<file path="src/sv/rrbm_pkg.sv">
// shared types, codes and helpers for the rom/ram bank mapper
`default_nettype none

package rrbm_pkg;

    localparam int ROM_BANK_W = 7;
    localparam int RAM_BANK_W = 2;
    localparam int ROM_ADDR_W = 21;
    localparam int RAM_ADDR_W = 15;
    localparam int BUS_ADDR_W = 16;
    localparam int DATA_W     = 8;

    // access kind
    localparam logic CMD_READ  = 1'b0;
    localparam logic CMD_WRITE = 1'b1;

    // top three address bits of the external ram window
    localparam logic [2:0] RAM_WINDOW = 3'b101;
    // low nibble that switches ram on
    localparam logic [3:0] RAM_ENABLE_KEY = 4'hA;

    typedef enum logic [1:0] {
        TGT_NONE = 2'd0,
        TGT_ROM  = 2'd1,
        TGT_RAM  = 2'd2
    } t_target;

    // register selected by address bits 14:13 on a write below 0x8000
    typedef enum logic [1:0] {
        SEL_RAM_EN = 2'd0,
        SEL_ROM_LO = 2'd1,
        SEL_ROM_HI = 2'd2,
        SEL_MODE   = 2'd3
    } t_reg_sel;

    typedef struct packed {
        logic [ROM_BANK_W-1:0] rom_bank;
        logic [RAM_BANK_W-1:0] ram_bank;
        logic                  ram_en;
        logic                  ram_mode;
    } t_bank_state;

    typedef struct packed {
        t_target               target;
        logic [ROM_ADDR_W-1:0] rom_address;
        logic [RAM_ADDR_W-1:0] ram_address;
        logic                  ram_write;
        logic [DATA_W-1:0]     ram_write_data;
    } t_result;

    // banks 0x00, 0x20, 0x40, 0x60 step up to the next bank
    function automatic logic [ROM_BANK_W-1:0] fix_rom_bank(input logic [ROM_BANK_W-1:0] bank);
        logic [ROM_BANK_W-1:0] fixed;
        fixed = bank;
        if (bank[4:0] == 5'd0) begin
            fixed[0] = 1'b1;
        end
        return fixed;
    endfunction

endpackage

`default_nettype wire

</file>
<file path="src/sv/rrbm_in_if.sv">
// bus access channel: one beat is one cpu read or write
`default_nettype none

interface rrbm_in_if
    import rrbm_pkg::*;
();
    logic                  valid;
    logic                  ready;
    logic                  command;
    logic [BUS_ADDR_W-1:0] bus_address;
    logic [DATA_W-1:0]     write_byte;

    modport source (output valid, command, bus_address, write_byte, input ready);
    modport sink   (input valid, command, bus_address, write_byte, output ready);
endinterface

`default_nettype wire

</file>
<file path="src/sv/rrbm_out_if.sv">
// mapped access channel: one beat is one decoded memory access
`default_nettype none

interface rrbm_out_if
    import rrbm_pkg::*;
();
    logic                  valid;
    logic                  ready;
    logic [1:0]            target;
    logic [ROM_ADDR_W-1:0] rom_address;
    logic [RAM_ADDR_W-1:0] ram_address;
    logic                  ram_write;
    logic [DATA_W-1:0]     ram_write_data;

    modport source (output valid, target, rom_address, ram_address, ram_write,
                    ram_write_data, input ready);
    modport sink   (input valid, target, rom_address, ram_address, ram_write,
                    ram_write_data, output ready);
endinterface

`default_nettype wire

</file>
<file path="src/sv/rrbm_decode.sv">
// address decode and bank register update for one bus access
`default_nettype none

module rrbm_decode
    import rrbm_pkg::*;
(
    input  wire logic                  i_command,
    input  wire logic [BUS_ADDR_W-1:0] i_bus_address,
    input  wire logic [DATA_W-1:0]     i_write_byte,
    input  wire t_bank_state           i_state,
    input  wire logic                  i_ram_present,
    output t_bank_state                o_next_state,
    output t_result                    o_result
);

    t_reg_sel sel;

    assign sel = t_reg_sel'(i_bus_address[14:13]);

    always_comb begin
        o_next_state = i_state;
        o_result     = '0;
        o_result.target = TGT_NONE;
        if (!i_bus_address[15]) begin
            if (i_command == CMD_READ) begin
                o_result.target = TGT_ROM;
                if (i_bus_address[14]) begin
                    o_result.rom_address = {i_state.rom_bank, i_bus_address[13:0]};
                end else begin
                    o_result.rom_address = {{ROM_BANK_W{1'b0}}, i_bus_address[13:0]};
                end
            end else begin
                case (sel)
                    SEL_RAM_EN: begin
                        o_next_state.ram_en = (i_write_byte[3:0] == RAM_ENABLE_KEY);
                    end
                    SEL_ROM_LO: begin
                        o_next_state.rom_bank =
                            fix_rom_bank({i_state.rom_bank[6:5], i_write_byte[4:0]});
                    end
                    SEL_ROM_HI: begin
                        if (i_state.ram_mode) begin
                            o_next_state.ram_bank = i_write_byte[1:0];
                            o_next_state.rom_bank =
                                fix_rom_bank({2'b00, i_state.rom_bank[4:0]});
                        end else begin
                            o_next_state.ram_bank = '0;
                            o_next_state.rom_bank =
                                fix_rom_bank({i_write_byte[1:0], i_state.rom_bank[4:0]});
                        end
                    end
                    SEL_MODE: begin
                        o_next_state.ram_mode = i_write_byte[0];
                    end
                    default: begin
                        o_next_state = i_state;
                    end
                endcase
            end
        end else if (i_bus_address[15:13] == RAM_WINDOW) begin
            if (i_ram_present && i_state.ram_en) begin
                o_result.target      = TGT_RAM;
                o_result.ram_address = {i_state.ram_bank, i_bus_address[12:0]};
                if (i_command == CMD_WRITE) begin
                    o_result.ram_write      = 1'b1;
                    o_result.ram_write_data = i_write_byte;
                end
            end
        end
    end

endmodule

`default_nettype wire

</file>
<file path="src/sv/rrbm_bank_regs.sv">
// bank controller registers and the ram-present setting
`default_nettype none

module rrbm_bank_regs
    import rrbm_pkg::*;
(
    input  wire logic  i_clk,
    input  wire logic  i_rst_n,
    input  wire logic  i_update,
    input  wire t_bank_state i_next_state,
    input  wire logic  i_cfg_wr_en,
    input  wire logic  i_cfg_wr_data,
    output t_bank_state o_state,
    output logic       o_ram_present
);

    t_bank_state r_state;
    logic        r_ram_present;

    always_ff @(posedge i_clk) begin
        if (!i_rst_n) begin
            r_state.rom_bank <= ROM_BANK_W'(1);
            r_state.ram_bank <= '0;
            r_state.ram_en   <= 1'b0;
            r_state.ram_mode <= 1'b0;
        end else if (i_update) begin
            r_state <= i_next_state;
        end
    end

    always_ff @(posedge i_clk) begin
        if (!i_rst_n) begin
            r_ram_present <= 1'b0;
        end else if (i_cfg_wr_en) begin
            r_ram_present <= i_cfg_wr_data;
        end
    end

    assign o_state       = r_state;
    assign o_ram_present = r_ram_present;

endmodule

`default_nettype wire

</file>
<file path="src/sv/rom_ram_bank_mapper_top.sv">
// top level of the rom/ram bank mapper: input register, decode, result register
// The mapper turns each cpu bus beat into an external rom or ram access in the
// style of a classic cartridge bank controller. Writes below 0x8000 never reach
// memory: they set ram enable, the rom bank (low five and high two bits), the ram
// bank and the banking mode, and produce a beat with target none. Reads below
// 0x4000 hit rom bank 0, reads in 0x4000-0x7fff hit the current rom bank, and
// accesses in 0xa000-0xbfff hit ram only when ram is fitted (cfg bit) and
// enabled; otherwise target is none and a read sees open bus. Every input beat
// yields exactly one output beat, in order. A beat goes from the input register
// to the result register, with the decode and the bank register update done in
// one pass of logic between them. Both stages advance independently, so one beat
// is taken every cycle while the output side keeps up; back-pressure from the
// output stalls the result register first and the input register next. Bank
// registers change as a beat moves into the result register, so later beats
// always see the effect of earlier writes. The user must write the ram-present
// bit through the cfg port while no beat is inside; the block does not check.
`default_nettype none

module rom_ram_bank_mapper_top
    import rrbm_pkg::*;
(
    input  wire logic i_clk,
    input  wire logic i_rst_n,
    input  wire logic i_cfg_wr_en,
    input  wire logic i_cfg_wr_data,
    rrbm_in_if.sink   i_req,
    rrbm_out_if.source o_rsp
);

    // input register stage
    logic                  r_in_valid;
    logic                  r_in_command;
    logic [BUS_ADDR_W-1:0] r_in_address;
    logic [DATA_W-1:0]     r_in_byte;

    // result register stage
    logic    r_out_valid;
    t_result r_out;

    t_bank_state bank_state;
    t_bank_state next_state;
    t_result     dec_result;
    logic        ram_present;
    logic        advance;   // beat moves from input register to result register
    logic        in_take;   // beat accepted from the bus side

    assign advance = r_in_valid && (!r_out_valid || o_rsp.ready);
    assign in_take = i_req.valid && i_req.ready;

    // input register frees up when its beat moves on
    assign i_req.ready = !r_in_valid || advance;

    always_ff @(posedge i_clk) begin
        if (!i_rst_n) begin
            r_in_valid <= 1'b0;
        end else if (in_take) begin
            r_in_valid <= 1'b1;
        end else if (advance) begin
            r_in_valid <= 1'b0;
        end
    end

    // payload needs no reset
    always_ff @(posedge i_clk) begin
        if (in_take) begin
            r_in_command <= i_req.command;
            r_in_address <= i_req.bus_address;
            r_in_byte    <= i_req.write_byte;
        end
    end

    rrbm_decode u_decode (
        .i_command     (r_in_command),
        .i_bus_address (r_in_address),
        .i_write_byte  (r_in_byte),
        .i_state       (bank_state),
        .i_ram_present (ram_present),
        .o_next_state  (next_state),
        .o_result      (dec_result)
    );

    // bank registers commit together with the beat's result
    rrbm_bank_regs u_bank_regs (
        .i_clk         (i_clk),
        .i_rst_n       (i_rst_n),
        .i_update      (advance),
        .i_next_state  (next_state),
        .i_cfg_wr_en   (i_cfg_wr_en),
        .i_cfg_wr_data (i_cfg_wr_data),
        .o_state       (bank_state),
        .o_ram_present (ram_present)
    );

    always_ff @(posedge i_clk) begin
        if (!i_rst_n) begin
            r_out_valid <= 1'b0;
        end else if (advance) begin
            r_out_valid <= 1'b1;
        end else if (o_rsp.ready) begin
            r_out_valid <= 1'b0;
        end
    end

    always_ff @(posedge i_clk) begin
        if (advance) begin
            r_out <= dec_result;
        end
    end

    assign o_rsp.valid          = r_out_valid;
    assign o_rsp.target         = r_out.target;
    assign o_rsp.rom_address    = r_out.rom_address;
    assign o_rsp.ram_address    = r_out.ram_address;
    assign o_rsp.ram_write      = r_out.ram_write;
    assign o_rsp.ram_write_data = r_out.ram_write_data;

    // a ram write beat must carry a ram target
    a_write_is_ram: assert property (@(posedge i_clk) disable iff (!i_rst_n)
        o_rsp.valid && o_rsp.ram_write |-> o_rsp.target == TGT_RAM)
        else $error("ram write without ram target");

    // rom address stays clear unless the beat goes to rom
    a_rom_addr_clear: assert property (@(posedge i_clk) disable iff (!i_rst_n)
        o_rsp.valid && o_rsp.target != TGT_ROM |-> o_rsp.rom_address == '0)
        else $error("stray rom address");

    // the low five rom bank bits never select bank zero of a group
    a_bank_nonzero: assert property (@(posedge i_clk) disable iff (!i_rst_n)
        $past(i_rst_n) |-> bank_state.rom_bank[4:0] != 5'd0)
        else $error("rom bank low bits are zero");

    // bank registers only move when a beat advances
    a_bank_hold: assert property (@(posedge i_clk) disable iff (!i_rst_n)
        $past(i_rst_n) && !$past(advance) |-> $stable(bank_state))
        else $error("bank registers changed without a beat");

endmodule

`default_nettype wire

</file>
<file path="src/flat_wrapper.sv">
// flat-port wrapper written by rule: the top's interface ports become plain ports
module rom_ram_bank_mapper_top_flat import rrbm_pkg::*;
  (i_clk, i_rst_n, i_cfg_wr_en, i_cfg_wr_data, i_req_valid, i_req_command, i_req_bus_address, i_req_write_byte, i_req_ready, o_rsp_valid, o_rsp_target, o_rsp_rom_address, o_rsp_ram_address, o_rsp_ram_write, o_rsp_ram_write_data, o_rsp_ready);
  rrbm_in_if i_req_i ();
  rrbm_out_if o_rsp_i ();
  input  wire logic i_clk;
  input  wire logic i_rst_n;
  input  wire logic i_cfg_wr_en;
  input  wire logic i_cfg_wr_data;
  input wire logic [$bits(i_req_i.valid)-1:0] i_req_valid;
  input wire logic [$bits(i_req_i.command)-1:0] i_req_command;
  input wire logic [$bits(i_req_i.bus_address)-1:0] i_req_bus_address;
  input wire logic [$bits(i_req_i.write_byte)-1:0] i_req_write_byte;
  output wire logic [$bits(i_req_i.ready)-1:0] i_req_ready;
  output wire logic [$bits(o_rsp_i.valid)-1:0] o_rsp_valid;
  output wire logic [$bits(o_rsp_i.target)-1:0] o_rsp_target;
  output wire logic [$bits(o_rsp_i.rom_address)-1:0] o_rsp_rom_address;
  output wire logic [$bits(o_rsp_i.ram_address)-1:0] o_rsp_ram_address;
  output wire logic [$bits(o_rsp_i.ram_write)-1:0] o_rsp_ram_write;
  output wire logic [$bits(o_rsp_i.ram_write_data)-1:0] o_rsp_ram_write_data;
  input wire logic [$bits(o_rsp_i.ready)-1:0] o_rsp_ready;
  assign i_req_i.valid = i_req_valid;
  assign i_req_i.command = i_req_command;
  assign i_req_i.bus_address = i_req_bus_address;
  assign i_req_i.write_byte = i_req_write_byte;
  assign i_req_ready = i_req_i.ready;
  assign o_rsp_valid = o_rsp_i.valid;
  assign o_rsp_target = o_rsp_i.target;
  assign o_rsp_rom_address = o_rsp_i.rom_address;
  assign o_rsp_ram_address = o_rsp_i.ram_address;
  assign o_rsp_ram_write = o_rsp_i.ram_write;
  assign o_rsp_ram_write_data = o_rsp_i.ram_write_data;
  assign o_rsp_i.ready = o_rsp_ready;
  rom_ram_bank_mapper_top u_core (.i_clk(i_clk), .i_rst_n(i_rst_n), .i_cfg_wr_en(i_cfg_wr_en), .i_cfg_wr_data(i_cfg_wr_data), .i_req(i_req_i), .o_rsp(o_rsp_i));
endmodule
</file>
<file path="config.mk">
export PLATFORM = sky130hd
export DESIGN_NAME = rom_ram_bank_mapper_top_flat
export DESIGN_NICKNAME = d
export VERILOG_FILES = /design/src/sv/rrbm_pkg.sv /design/src/sv/rrbm_in_if.sv /design/src/sv/rrbm_out_if.sv /design/src/sv/rrbm_decode.sv /design/src/sv/rrbm_bank_regs.sv /design/src/sv/rom_ram_bank_mapper_top.sv /design/src/flat_wrapper.sv
export SDC_FILE = /design/constraint.sdc
export NUM_CORES = 1
export LEC_CHECK = 0
export ABC_AREA = 1
export BUFFER_PORTS_ARGS = -buffer_cell sky130_fd_sc_hd__buf_4
export CORE_MARGIN = 2
export CORE_UTILIZATION = 48
export DETAILED_ROUTE_END_ITERATION = 10
export GPL_TIMING_DRIVEN = 0
export PLACE_DENSITY = 0.73
export SYNTH_ARGS = -nofsm -noshare
export SYNTH_HDL_FRONTEND = slang
export SYNTH_HIERARCHICAL = 1
export SYNTH_SLANG_ARGS = --single-unit
export TNS_END_PERCENT = 50
</file>
<file path="constraint.sdc">
create_clock -name i_clk -period 6.08 [get_ports i_clk]
set_input_delay 0.608 -clock i_clk [delete_from_list [all_inputs] [get_ports i_clk]]
set_output_delay 0.608 -clock i_clk [all_outputs]
set_load 0.02 [all_outputs]
</file>
== After elaboration in Yosys (flattened, before gate mapping) ==
Index checks and enable logic that the tools add are counted.

* Bitwise operators: 4
* Multiplexer cells: 14
* Eq/ne operators: 5
* Reductions and logical operators: 23

{| class="wikitable"
|+ Operator list
! kind !! number
|-
| $mux 22 || 1
|-
| $mux 21 || 1
|-
| $reduce_and 4->1 || 5
|-
| $mux 9 || 2
|-
| $pmux 7 s2 || 1
|-
| $logic_not 5->1 || 2
|-
| $reduce_and 5->1 || 2
|-
| $mux 1 || 6
|-
| $mux 2 || 3
|-
| $reduce_bool 2->1 || 3
|-
| $eq 2x2->1 const B || 2
|-
| $eq 4x4->1 const B || 1
|-
| $not 1->1 || 4
|-
| $eq 3x3->1 const B || 1
|-
| $logic_and 1x1->1 || 3
|-
| $reduce_and 3->1 || 1
|-
| $reduce_or 3->1 || 1
|-
| $eq 2x1->1 const B || 1
|-
| $logic_not 1->1 || 2
|-
| $logic_not 2->1 || 1
|-
| $logic_or 1x1->1 || 2
|-
| $reduce_or 2->1 || 1
|}

* Output and inout port bits: 49
* Flip-flop bits (word level): 86

== Longest topological paths before layout ==
* Depth in word-level cells: 6
* Gate-level depth with buffers: 10
* Mapped depth without buffers: 10

== Hierarchy ==
Netlist, hierarchy kept.

{| class="wikitable"
|+ By module, submodules not included
! module !! area an instance (um^2) !! instances !! cells each
|-
| rom_ram_bank_mapper_top || 2257.2 || 1 || 85
|-
| rrbm_decode || 610.6 || 1 || 136
|-
| rrbm_bank_regs || 490.5 || 1 || 74
|}

== Worst setup path after synthesis ==
Ideal clock, no wire load.

* Kind: input -> register
* Start point: input o_rsp_ready
* End point: register u_core.u_bank_regs.r_state (netlist bit u_core/u_bank_regs/o_state[4])
* Library setup time: 123 ps
* Required time: 5957 ps
* Arrival: 3623 ps
* Path slack: 2334 ps
* Stages: 6
* Buffers on the path: 1
* Path through: inv_1 > a21oi_1 > buf_6 > inv_1 > nand2_1 > nand3_1

* Word-level cells in the longest chain between the ends: 3

{| class="wikitable"
|+ RTL lines
! what !! RTL line !! RTL
|-
| start: declaration || flat_wrapper.sv:21 || <nowiki>input wire logic [$bits(o_rsp_i.ready)-1:0] o_rsp_ready;</nowiki>
|-
| $logic_or 1x1->1 || rom_ram_bank_mapper_top.sv:47 || <nowiki>assign advance = r_in_valid && (!r_out_valid || o_rsp.ready);</nowiki>
|-
| $logic_and 1x1->1 || rom_ram_bank_mapper_top.sv:47 ||
|-
| net u_core.advance || rom_ram_bank_mapper_top.sv:44 || <nowiki>logic advance;</nowiki>
|-
| $reduce_and 4->1 (no line) || - ||
|-
| end signal: assignment || rrbm_bank_regs.sv:27 || <nowiki>r_state <= i_next_state;</nowiki>
|-
| end: declaration || rrbm_bank_regs.sv:17 || <nowiki>t_bank_state r_state;</nowiki>
|}

The timed path passes the listed nets, and every way through them passes these cells.
A chain may end at the register's enable or synchronous reset.

== Worst setup path in the final report ==
* Start point: input o_rsp_ready
* End point: output i_req_ready

* Word-level cells in the longest chain between the ends: 3

{| class="wikitable"
|+ RTL lines
! what !! RTL line !! RTL
|-
| $logic_or 1x1->1 || rom_ram_bank_mapper_top.sv:47 ||
|-
| $logic_and 1x1->1 || rom_ram_bank_mapper_top.sv:47 ||
|-
| $logic_or 1x1->1 || rom_ram_bank_mapper_top.sv:51 || <nowiki>assign i_req.ready = !r_in_valid || advance;</nowiki>
|-
| end: declaration || flat_wrapper.sv:14 || <nowiki>output wire logic [$bits(i_req_i.ready)-1:0] i_req_ready;</nowiki>
|}

Every way passes these cells.

==> impl_metrics.py <==
metrics = {
    "run_status": {
        "status": "completed",
    },
    "global_route": {
        "grt_usage_pct": 16.6,
        "grt_pass1_vias": 2011,
        "grt_pass1_wl_um": 9400,
        "gr-total-overflow": 0,
        "grt_max_degree": 27,
        "antenna_found_initial": 0,
    },
    "synth": {
        "synth_compound_area_share_pct": 2.31,
        "yosysMostFrequentCell": "nor2_1",
        "synthArstFlopShare_pct": 0,
        "synth_commonest_cells": "nor2_1, edfxtp_1, inv_1, nand2_1, dfxtp_1",
        "avgSynthCellArea_sq_um": 11.4,
        "synth_top_area_share_pct": 64.4,
        "yosysSeqAreaShare_pct": 72.7,
        "ys_ff_latch": 86,
        "ys.flop_type": "edfxtp_1",
        "synth_edf_count": 72,
        "synth_mux_area_share_pct": 0,
        "synth_area_leaders": "edfxtp_1, dfxtp_1, nor2_1",
        "synth-simple-area-share_pct": 15.8,
        "netlist_area_sq_um": 3360,
        "synth_top_cell_by_area": "edfxtp_1",
        "synth-xor-area-share_pct": 0,
        "syn-num-nets": 330,
        "synthCells": 295,
        "synth_fa_ha_area_share_pct": 1.49,
        "synth.distinct_cells": 20,
        "yosys_warnings": 6,
        "synth_top_family_by_area": "simple AND/OR/NAND/NOR gates",
    },
    "worst_setup_path": {
        "worst_path_max_delay_cell": "buf_4",
        "end_kind": "primary output",
        "path_buf_inv": 3,
        "worst-setup-path-type": "input port to primary output",
        "critPathTopFamily": "buffers and inverters",
        "cp-start-kind": "input port",
        "cpMostUsedCell": "buf_4",
        "cp.arrival_ns": 1.13,
        "cpPeakStageDelay_ns": 0.18,
        "cp_max_fo": 3,
        "path_cells": "buf_4 > inv_1 > nand3_2 > buf_4",
        "required_ns": 5.47,
    },
    "timing": {
        "final_hold_viol_count": 0,
        "timing.setup.tns_ns": 0,
        "drv_slew": 0,
        "finalCriticalPeriod_ns": 1.74,
        "setup_viol": 0,
        "rsz0062_at_grt": "false",
        "fmax_mhz": 575,
        "fin_crit_sh_pct": 28.6,
        "worst_pin_slew_ns": 1.03,
        "skew_ns": 0.0117,
        "slew_headroom_pct": 31.5,
    },
    "finish": {
        "syn_to_final_growth_pct": 27.8,
        "diodes": 0,
        "finalInstanceArea_sq_um": 4290,
        "fin_cells": 487,
        "layout-drive-gt1-share_pct": 27.9,
        "layout.nets": 421,
    },
    "clocking": {
        "cts_buffer_depth": 2,
        "path_clk_slew_ns": 0.09,
        "ctsHtreeMaxLevel": 3,
        "postCtsSetupBuffers": 0,
        "ctsHoldBuffers": 0,
        "cts_tree": "done",
        "cts_inserted_buffers": 9,
        "cts_root_buf": "clkbuf_8",
        "cts_resized": 0,
        "clock-sinks": 86,
        "insertion_delay_ns": 0.35,
    },
    "placed_design": {
        "io_buffers": 79,
        "dp_hpwl_um": 4250,
        "gp_congestion": 0.780,
        "placed_cell_area_sq_um": 4110,
        "place_inst": 471,
    },
    "pwr": {
        "p_leak_nw": 1.89,
        "ir_drop_uv": 150,
        "power.density_nw_per_um2": 267,
    },
    "die": {
        "ioPinCount": 80,
        "initial_utilization_pct": 49.4,
        "die_w_um": 87.6,
        "core_sq_um": 6790,
        "rows": 30,
        "dieArea_sq_um": 7680,
        "die_y_um": 87.6,
    },
    "route": {
        "avgRoutedWirePerCell_um": 12.5,
        "drt_wl_total_um": 6090,
        "vias_per_cell": 4.54,
        "vias": 2210,
        "drc": 0,
        "drt_iter0_drc": 138,
        "first_pass_iters": 4,
        "drtAntennaViolNets": 0,
    },
    "min_path": {
        "hold_class": "input port to flop",
    },
    "job": {
        "cap_violations": 0,
    },
}
[metal layers]
layer | global-route usage, % | routed length (um) | vias up
li1 | - | - | 1121
met1 | 20.6 | 2530 | 1015
met2 | 26.5 | 3120 | 67
met3 | 4.71 | 386 | 7
met4 | 8.39 | 56 | 0
met5 | 0 | 0 | -
[through the flow]
step	worst slack (ns)	hold slack [ns]	utilization [%]	total power, mW
after floorplan	2.33	0.428	-	0.753
after global placement	1.23	0.439	59.9	0.797
after detailed placement	3.96	0.459	60.5	0.801
after CTS	4.33	0.409	63.1	1.16
after global routing	4.28	0.403	63.1	1.19
final	4.34	0.426	63.1	1.15
[final timing paths]
path | from | end | slack, ns | cells after the start
worst max-delay path | o_rsp_ready | i_req_ready | 4.34 | 4
worst min-delay path | i_req_bus_address[11] | u_core/r_in_address[11] | 0.43 | 1
worst max register to register | u_core/r_in_valid | u_core/o_rsp.ram_address[2] | 4.40 | 3
worst min register to register | u_core/u_bank_regs/o_state[9] | u_core/u_bank_regs/o_state[9] | 0.47 | 2
[sequential cells by signal (all words and copies together), names as in the netlist]
| name | count |
|---|---|
| u_core/u_bank_regs/o_ram_present | 1 |
| u_core/u_bank_regs/o_state | 11 |
| u_core/o_rsp.rom_address | 21 |
| u_core/o_rsp.valid | 1 |
| u_core/o_rsp.ram_address | 15 |
| u_core/r_in_command | 1 |
| u_core/r_in_byte | 8 |
| u_core/r_in_address | 16 |
| u_core/o_rsp.target | 2 |
| u_core/o_rsp.ram_write | 1 |
| u_core/r_in_valid | 1 |
| u_core/o_rsp.ram_write_data | 8 |
[layout by cell type (no fill, tap or decap), types with 2 or more instances in the layout]
cell	count
inv_2	2
nand2_2	2
ha_1	4
inv_1	57
clkinvlp_4	2
inv_6	2
edfxtp_1	72
nand3_1	9
nand4_1	2
nand2_1	37
buf_2	3
o21ai_0	9
clkbuf_8	9
buf_4	79
dfxtp_1	14
nor2_1	74
buf_6	2
[where the power goes]
group / switching (mW) / internal (mW)
sequential: 0.0128 / 0.666
combinational: 0.0639 / 0.0440
clock: 0.206 / 0.153
[final cells by class]
class,count,area (sq um)
multi-input combinational,145,668
buffer,5,37.5
tap,96,120
inverter,59,221
timing repair buffer,80,621
clock inverter,7,56.3
sequential,86,2440
clock buffer,9,124
fill,537,2500
[logic make-up after synthesis]
kind of cell	after synthesis
and+or+nand+nor	127
buffers and inverters	64
AOI/OAI and AO/OA	14
DFF	86
adders and majority gates	4
No activity file was read; power rests on OpenSTA's default activity.
